## src/hdl/text_console_framebuffer_unit_defines.svh

```systemverilog
// assertion macros used by the console framebuffer controller
`ifndef TEXT_CONSOLE_FRAMEBUFFER_UNIT_DEFINES_SVH
`define TEXT_CONSOLE_FRAMEBUFFER_UNIT_DEFINES_SVH

// same-cycle implication, sampled on clk, off during reset
`define TCFB_ASSERT_NOW(label, ante, cons, msg) \
    label: assert property (@(posedge clk) disable iff (!rst_n) (ante) |-> (cons)) \
        else $error(msg);

// next-cycle implication, sampled on clk, off during reset
`define TCFB_ASSERT_NEXT(label, ante, cons, msg) \
    label: assert property (@(posedge clk) disable iff (!rst_n) (ante) |=> (cons)) \
        else $error(msg);

`endif

```

## src/hdl/tcfb_spram.sv

```systemverilog
// single-port synchronous ram with registered read data
module tcfb_spram #(
    parameter int WIDTH = 32,
    parameter int DEPTH = 16,
    parameter int AW    = 4
) (
    input  logic             clk,
    input  logic             en,
    input  logic             we,
    input  logic [AW-1:0]    addr,
    input  logic [WIDTH-1:0] wdata,
    output logic [WIDTH-1:0] rdata
);

    logic [WIDTH-1:0] mem [DEPTH];

    always_ff @(posedge clk)
    begin
        if (en)
        begin
            if (we)
                mem[addr] <= wdata;
            else
                rdata <= mem[addr];
        end
    end

endmodule

```

## config.mk

```make
export PLATFORM = sky130hd
export DESIGN_NAME = tcfb_spram
export DESIGN_NICKNAME = d
export VERILOG_FILES = /design/src/hdl/text_console_framebuffer_unit_defines.svh /design/src/hdl/tcfb_spram.sv
export SDC_FILE = /design/constraint.sdc
export NUM_CORES = 1
export LEC_CHECK = 0
export BUFFER_PORTS_ARGS = -buffer_cell sky130_fd_sc_hd__buf_2
export CAP_MARGIN = 10
export CORE_MARGIN = 10
export CORE_UTILIZATION = 25
export CTS_CLUSTER_SIZE = 28
export DETAILED_ROUTE_END_ITERATION = 8
export MAX_ROUTING_LAYER = met4
export PLACE_DENSITY = 0.36
export SLEW_MARGIN = 20
export SYNTH_ARGS = -nofsm -noshare
export SYNTH_HDL_FRONTEND = slang
export SYNTH_SLANG_ARGS = --single-unit
```

## constraint.sdc

```tcl
create_clock -name clk -period 4.58 [get_ports clk]
set_clock_uncertainty 0.05 [all_clocks]
set_input_delay 0.458 -clock clk [delete_from_list [all_inputs] [get_ports clk]]
set_output_delay 0.458 -clock clk [all_outputs]
set_load 0.1 [all_outputs]
```

==> flow_summary_export.csv, run 1 <==
group,metric,value,unit
global_route,grt_overflow,0,
final_layout,final_cell_mix,"544 x edfxtp_1, 128 x mux4_2, 68 x buf_2, 64 x a22oi_1, 61 x clkbuf_16",
yosys,synth_top_family_by_area,"multiplexers",
drt,dr.first_iter.drc_count,784,
floorplanning,die_x,304,um
timing,rsz0062_at_grt,"no",
clock_tree,hold_buffers,0,
clock_tree,clk_pin_slew,0.06,ns
yosys,synthCells,844,
drt,first_pass_iters,4,
yosys,synth_warnings,0,
power,switchingPower,2.31,mW
global_route,track_usage,0.117,
timing,fin_ws,2.11,ns
clock_tree,root_buffer,"clkbuf_16",
placement,hpwl,28.5,mm
final_layout,nNetsFinal,1002,
timing,finalHoldViolations,0,
floorplanning,num_rows,104,
timing,fin_hold_ws,0.163,ns
drt,drc,0,
clock_tree,clock_sinks,544,
drt,ant_nets,0,
power,power.total,10.7,mW
power,p_per_area,445,mW/mm^2
yosys,synth_adder_area_share,0,
timing,clock.fmax,404,MHz
timing,final.setup.tns,0,ns
outcome,status,"finished clean",
placement,gp_congestion,0.657,
timing,min_period_over_period,0.540,
yosys,synthMuxAreaShare,0.143,
final_layout,final_common_cell,"edfxtp_1",
power,p_seq_frac,0.522,
yosys,synth_xor_area_frac,0,
final_layout,design_area,0.0240,sq mm
hold_path,hp-class,"in -> reg",
yosys,synth-compound-area-share,0.0238,
clock_tree,cts_htree_levels,2,
global_route,first_global_vias,10100,
timing,drv_slew,0,
yosys,syn_nets,883,
placement,place_area,0.0221,sq mm
power,power_leakage,7.46,nW
yosys,ys_seq_area_frac,0.808,
clock_tree,worstSkewPairLatency,0.62,ns
global_route,grt_pass1_wl,77.2,mm
worst_setup_path,arrival,2.75,ns
timing,finalSetupViolCount,0,
yosys,synthSimpleGateAreaFrac,0.0131,
power,switching_share,0.216,
yosys,syn_area,0.0202,sq mm
drt,wl,53.3,mm
worst_setup_path,start_kind,"primary input",
clock_tree,cts_buffer_depth,3,
drt,vias_per_cell,4.39,
placement,pre_cts_ws,1.35,ns
global_route,grt_max_degree,72,
clock_tree,numCtsBuffers,60,
floorplanning,coreArea,0.0803,sq mm
timing,tightest_slew,1.05,ns
yosys,syn_avg_cell_area,24.0,sq um
floorplanning,start_util,0.252,
power,p_int,8.38,mW
flow_run,cap_violations,0,
floorplanning,die_area,0.0926,sq mm
worst_setup_path,cp.required,4.86,ns
clock_tree,cts_resized,0,
worst_setup_path,crit_path_end_kind,"register",
power,ir_drop,0.000278,V
timing,period_needed,2.47,ns
drt,vias,9111,
worst_setup_path,worstSetupPathType,"in -> reg",
timing,max_slew_margin,0.298,
floorplanning,ios,71,
power,pwr-share-comb,0.050,
yosys,ys_ff_latch,544,
clock_tree,cts_tree,"built",
final_layout,area_growth_syn_to_layout,18.8,%
global_route,grt_antenna_before_repair,5,
worst_setup_path,worst-path-max-fanout,71,
floorplanning,die_h,304,um
drt,wl_per_cell,25.7,um
final_layout,drive_gt1_frac,0.332,
clock_tree,cts_setup_buffers,0,
yosys,ys_types,17,
power,clkPwrFrac,0.428,
placement,port_buffers,70,
-- power by group through the flow --
| stage | logic, mW | registers, mW | clock network (mW) |
|---|---|---|---|
| 4_1_cts | 0.554 | 5.58 | 4.74 |
| 2_1_floorplan | 0.253 | 5.76 | 0 |
| 5_1_grt | 0.584 | 5.58 | 4.93 |
| 3_3_place_gp | 0.553 | 5.68 | 0 |
| 3_5_place_dp | 0.554 | 5.68 | 0 |
| 6_report | 0.536 | 5.57 | 4.58 |
-- cells by family after synthesis --
group	Yosys count
DFF	544
AOI/OAI and AO/OA	64
buffers and inverters	47
muxes	128
and+or+nand+nor	61
-- metrics by stage --
step,utilization,std cells
finish,0.299,2077
global route,0.299,2077
CTS,0.299,2072
detailed placement,0.276,1960
global placement,0.276,1960
floorplan,-,844
-- flip-flops by register name, indices dropped and copies added (netlist names) --
name / count
rdata: 32
mem: 512
-- layout make-up --
type,count,area [sq um]
antenna,4,10.0
clock buffer,73,1570
clock inverter,39,289
fill,7726,56300
multi-input combinational,253,3770
sequential,544,16300
tap,1060,1330
timing repair buffer,104,722
-- metal layers --
metal,vias up,GRT usage,part of all wire
li1,3880,-,-
met1,4964,0.156,0.47
met2,188,0.181,0.47
met3,79,0.0246,0.044
met4,0,0.0293,0.021
met5,-,-,0
-- critical path: stages --
cell,delay (ns)
buf_8,0.61
nand4b_1,0.55
nor2_4,0.79
buf_4,0.30
-- synthesized netlist by cell type --
master,count,share of area
nand2b_1,2,0.00062
nor2_1,13,0.0024
buf_2,11,0.0027
clkbuf_1,26,0.0048
nand4b_1,2,0.00087
edfxtp_1,544,0.81
nand4_1,1,0.00031
buf_1,1,0.00019
or3_1,1,0.00031
buf_6,8,0.0045
and2_1,1,0.00031
nor3_1,4,0.00099
buf_4,1,0.00037
nand2_1,34,0.0063
a22oi_1,64,0.024
nor2b_1,3,0.00093
mux4_2,128,0.14
-- path summary, 6_finish.rpt --
path,slack [ns],to,cells after the start,from
worst min register to register,0.70,rdata[10],3,mem[15][10]
worst min-delay path,0.16,mem[14][30],1,wdata[30]
worst max-delay path,2.11,mem[5][28],4,addr[0]
worst max register to register,2.96,rdata[9],3,mem[3][9]
No activity file was read; power rests on OpenSTA's default activity.
==> inputs of run 2 (changes only) <==
==> constraint.sdc (replaced) <==
create_clock -name clk -period 2.5 [get_ports clk]
set_clock_uncertainty 0.05 [all_clocks]
set_input_delay 0.25 -clock clk [delete_from_list [all_inputs] [get_ports clk]]
set_output_delay 0.25 -clock clk [all_outputs]
set_load 0.1 [all_outputs]
==> run 2 against run 1 <==
Compared with the run above:
- flip-flop and latch count is the same
- sequential share of layout area shrank 2.1 points
- global-route usage shrank 0.16 points
- design area grew 3.3%
- register-to-register slack lost 2.1 ns
- first-iteration DRC count shrank 11%
- clock-buffer cell count grew 1
- critical endpoint is now rdata[9]
==> flow_summary_export.csv, run 2 (synthesis results as in run 1) <==
group,metric,value,unit
power,ir_drop,0.000475,V
drt,vias_per_cell,4.35,
placement,hpwl,30.1,mm
timing,drv_slew,0,
flow_run,cap_violations,0,
placement,pre_cts_ws,0.300,ns
placement,port_buffers,70,
drt,first_pass_iters,4,
final_layout,drive_gt1_frac,0.344,
worst_setup_path,start_kind,"register",
worst_setup_path,crit_buf_inv,1,
floorplanning,num_rows,104,
global_route,grt_overflow,0,
final_layout,reg_top3,"mem (512), rdata (32)",
worst_setup_path,worst-path-max-fanout,1,
global_route,track_usage,0.116,
global_route,grt_antenna_before_repair,6,
placement,gp_congestion,0.667,
outcome,status,"finished clean",
power,p_int,15.5,mW
global_route,grt_pass1_wl,76.7,mm
clock_tree,cts_tree,"built",
power,p_per_area,802,mW/mm^2
final_layout,final_cell_mix,"544 x edfxtp_1, 128 x mux4_2, 68 x buf_2, 64 x a22oi_1, 61 x clkbuf_16",
timing,period_needed,1.80,ns
timing,rsz0062_at_grt,"no",
timing,fin_ws,0.703,ns
drt,drc,0,
clock_tree,root_buffer,"clkbuf_16",
clock_tree,cts_setup_buffers,0,
clock_tree,hold_buffers,32,
power,power.total,19.9,mW
power,pwr-share-comb,0.054,
worst_setup_path,cpLargestDelayFamily,"buffers and inverters",
floorplanning,die_h,304,um
final_layout,largest_reg_flops,512,
global_route,grt_max_degree,37,
final_layout,area_growth_syn_to_layout,22.7,%
floorplanning,die_area,0.0926,sq mm
timing,finalHoldViolations,0,
drt,wl_per_cell,24.5,um
timing,clock.fmax,557,MHz
worst_setup_path,cp.required,2.20,ns
final_layout,final_common_cell,"edfxtp_1",
floorplanning,start_util,0.252,
drt,vias,9319,
power,switching_share,0.219,
clock_tree,cts_htree_levels,2,
global_route,first_global_vias,10400,
floorplanning,ios,71,
worst_setup_path,worstSetupPathType,"reg -> out",
drt,dr.first_iter.drc_count,701,
clock_tree,clk_pin_slew,0.06,ns
floorplanning,die_x,304,um
power,p_seq_frac,0.513,
power,power_leakage,7.83,nW
clock_tree,worstSkewPairLatency,0.62,ns
final_layout,nNetsFinal,1069,
timing,finalSetupViolCount,0,
drt,ant_nets,0,
power,switchingPower,4.35,mW
clock_tree,clock_sinks,544,
timing,max_slew_margin,0.660,
worst_setup_path,crit_path_end_kind,"output port",
hold_path,hp-class,"in -> reg",
worst_setup_path,slowest_delay,0.46,ns
clock_tree,cts_buffer_depth,3,
timing,tightest_slew,0.513,ns
clock_tree,numCtsBuffers,60,
worst_setup_path,arrival,1.50,ns
worst_setup_path,critical_path.slowest_cell,"buf_2",
drt,wl,52.5,mm
final_layout,regMostFlops,"mem",
floorplanning,coreArea,0.0803,sq mm
clock_tree,cts_resized,0,
worst_setup_path,cp_cell_sequence,"buf_2",
timing,min_period_over_period,0.719,
power,clkPwrFrac,0.433,
## run 2: worst register-to-register path: stages (launching register included)
cell      delay (ns)
edfxtp_1        0.35
mux4_2          0.50
a22oi_1         0.21
nand2_1         0.19
## run 2: layer usage
layer	part of all wire	GRT usage	wire (um)	vias up
li1	-	-	-	4012
met1	0.46	0.154	24300	5055
met2	0.48	0.180	25000	172
met3	0.040	0.0232	2120	80
met4	0.020	0.0273	1050	0
met5	0	-	0	-
## run 2: worst paths after layout
check                                start   endpoint  slack (ns)  depth (start not counted)
worst min register to register  mem[14][6]   rdata[6]        0.69                          3
worst max register to register  mem[3][31]  rdata[31]        0.89                          3
worst min-delay path                    we  rdata[28]        0.22                          3
worst max-delay path              rdata[9]   rdata[9]        0.70                          1
## run 2: final cells by class
| type | instances | area, sq um |
|---|---|---|
| fill | 7644 | 55500 |
| sequential | 544 | 16300 |
| multi-input combinational | 253 | 3790 |
| clock buffer | 74 | 1580 |
| timing repair buffer | 171 | 1440 |
| tap | 1060 | 1330 |
| clock inverter | 35 | 323 |
| antenna | 4 | 10.0 |
## run 2: power by group through the flow
stage               Combinational, mW  Clock [mW]  Sequential (mW)
finish                           1.08        8.61             10.2
global placement                 1.07           0             10.4
global route                     1.18        9.26             10.2
floorplan                       0.466           0             10.6
CTS                              1.12        8.91             10.2
detailed placement               1.07           0             10.4
## run 2: through the flow
step / instances / util / instance area [sq um] / hold slack, ns / setup TNS (ns)
3_3_place_gp: 1996 / 0.281 / 22600 / 0.591 / 0
5_1_grt: 2141 / 0.309 / 24800 / 0.216 / 0
2_1_floorplan: 844 / - / 20200 / 0.299 / -207.45
4_1_cts: 2137 / 0.309 / 24800 / 0.187 / 0
3_5_place_dp: 1996 / 0.281 / 22600 / 0.588 / 0
6_report: 2141 / 0.309 / 24800 / 0.221 / 0
==> inputs of run 3 (changes only) <==
==> constraint.sdc (replaced) <==
create_clock -name clk -period 1.8 [get_ports clk]
set_clock_uncertainty 0.05 [all_clocks]
set_input_delay 0.18 -clock clk [delete_from_list [all_inputs] [get_ports clk]]
set_output_delay 0.18 -clock clk [all_outputs]
set_load 0.1 [all_outputs]
==> run 3 against run 2 <==
Compared with the run above:
- clock power is 29% higher
- setup slack lost 0.63 ns
- first-iteration DRC count is 3.0% lower
- design area up 1.7%
- highest routed layer unchanged
==> flow_summary_export.csv, run 3 (synthesis results as in run 1) <==
group,metric,value,unit
outcome,status,"finished clean",
floorplanning,coreArea,0.0803,sq mm
timing,rsz0062_at_grt,"no",
worst_setup_path,worst-path-max-fanout,2,
worst_setup_path,arrival,1.50,ns
clock_tree,worstSkewPairLatency,0.61,ns
power,p_per_area,1070,mW/mm^2
global_route,grt_antenna_before_repair,9,
worst_setup_path,cp_cell_sequence,"buf_4",
worst_setup_path,worstSetupPathType,"reg -> out",
timing,clock.fmax,578,MHz
drt,vias,9506,
final_layout,finalNonFillerCells,2169,
power,power_leakage,8.01,nW
clock_tree,numCtsBuffers,60,
timing,drv_slew,0,
final_layout,final_cell_mix,"544 x edfxtp_1, 128 x mux4_2, 64 x a22oi_1, 62 x buf_2, 62 x buf_4",
floorplanning,ios,71,
global_route,first_global_vias,10500,
timing,finalHoldViolations,0,
worst_setup_path,crit_path_end_kind,"output port",
timing,period_needed,1.73,ns
timing,max_slew_margin,0.453,
placement,placed_cells,2028,
final_layout,area_growth_syn_to_layout,24.8,%
worst_setup_path,cp.required,1.57,ns
clock_tree,clock_sinks,544,
floorplanning,die_x,304,um
clock_tree,cts_tree,"built",
global_route,track_usage,0.121,
drt,wl_per_cell,25.5,um
drt,ant_nets,0,
final_layout,reg_top3,"mem (512), rdata (32)",
final_layout,final_common_cell,"edfxtp_1",
drt,wl,55.3,mm
floorplanning,die_h,304,um
floorplanning,start_util,0.252,
placement,gp_congestion,0.681,
global_route,grt_overflow,0,
timing,fin_hold_ws,0.158,ns
flow_run,cap_violations,0,
floorplanning,die_area,0.0926,sq mm
worst_setup_path,start_kind,"register",
drt,drc,0,
final_layout,largest_reg_flops,512,
worst_setup_path,crit_buf_inv,1,
final_layout,regMostFlops,"mem",
timing,final.setup.tns,0,ns
timing,finalSetupViolCount,0,
final_layout,drive_gt1_frac,0.353,
placement,hpwl,33.9,mm
worst_setup_path,critical_path.slowest_cell,"edfxtp_1",
clock_tree,cts_buffer_depth,3,
timing,tightest_slew,0.818,ns
timing,min_period_over_period,0.962,
clock_tree,cts_htree_levels,2,
worst_setup_path,slowest_delay,0.53,ns
global_route,grt_pass1_wl,79.2,mm
drt,first_pass_iters,5,
placement,port_buffers,70,
final_layout,nNetsFinal,1101,
drt,dr.first_iter.drc_count,680,
worst_setup_path,cpLargestDelayFamily,"flip-flops",
power,ir_drop,0.000671,V
floorplanning,num_rows,104,
drt,vias_per_cell,4.38,
clock_tree,root_buffer,"clkbuf_16",
hold_path,hp-class,"in -> reg",
final_layout,nFillCells,7622,
global_route,grt_max_degree,33,
clock_tree,clk_pin_slew,0.06,ns
-- run 3: layer usage --
| metal | GRT usage | share of wire |
|---|---|---|
| met5 | - | 0 |
| met4 | 0.0298 | 0.019 |
| met3 | 0.0204 | 0.036 |
| met2 | 0.193 | 0.48 |
| met1 | 0.159 | 0.46 |
-- run 3: path summary, 6_finish.rpt --
path              start        end  slack (ns)  cells past startpoint
min reg2reg  mem[12][1]   rdata[1]        0.69                      3
max reg2reg   mem[0][7]   rdata[7]        0.23                      3
max           rdata[24]  rdata[24]        0.07                      1
min             addr[1]  rdata[30]        0.16                      4
-- run 3: final cells by class --
cell class / instances / area [sq um] / area share
sequential: 544 / 16300 / 0.648
tap: 1060 / 1330 / 0.0526
clock buffer: 77 / 1590 / 0.0629
antenna: 4 / 10.0 / 0.000397
timing repair buffer: 203 / 2020 / 0.0802
clock inverter: 28 / 148 / 0.00585
multi-input combinational: 253 / 3800 / 0.151
-- run 3: repair_timing --
action | in CTS | in global routing
setup buffers | 0 | 0
setup endpoints to repair | 6 | 0
hold buffers | 32 | 0
endpoints found under the hold margin | 512 | 0
gates resized for setup | 6 | 0
-- run 3: metrics by stage --
step	utilization	total power, mW	instance area (sq um)	worst slack (ns)
after floorplan	-	15.3	20400	-0.548
after global placement	0.288	16.0	23100	-0.142
after detailed placement	0.288	16.0	23100	-0.164
after CTS	0.314	27.4	25200	0.00751
after global routing	0.314	27.9	25200	0.0311
final	0.314	26.9	25200	0.0686
-- run 3: power breakdown --
part           internal (mW)  switching (mW)  total (mW)
clock network           6.27            4.84        11.1
registers               14.1          0.0500        14.2
logic                  0.618           0.972        1.59
total                   21.0            5.86        26.9
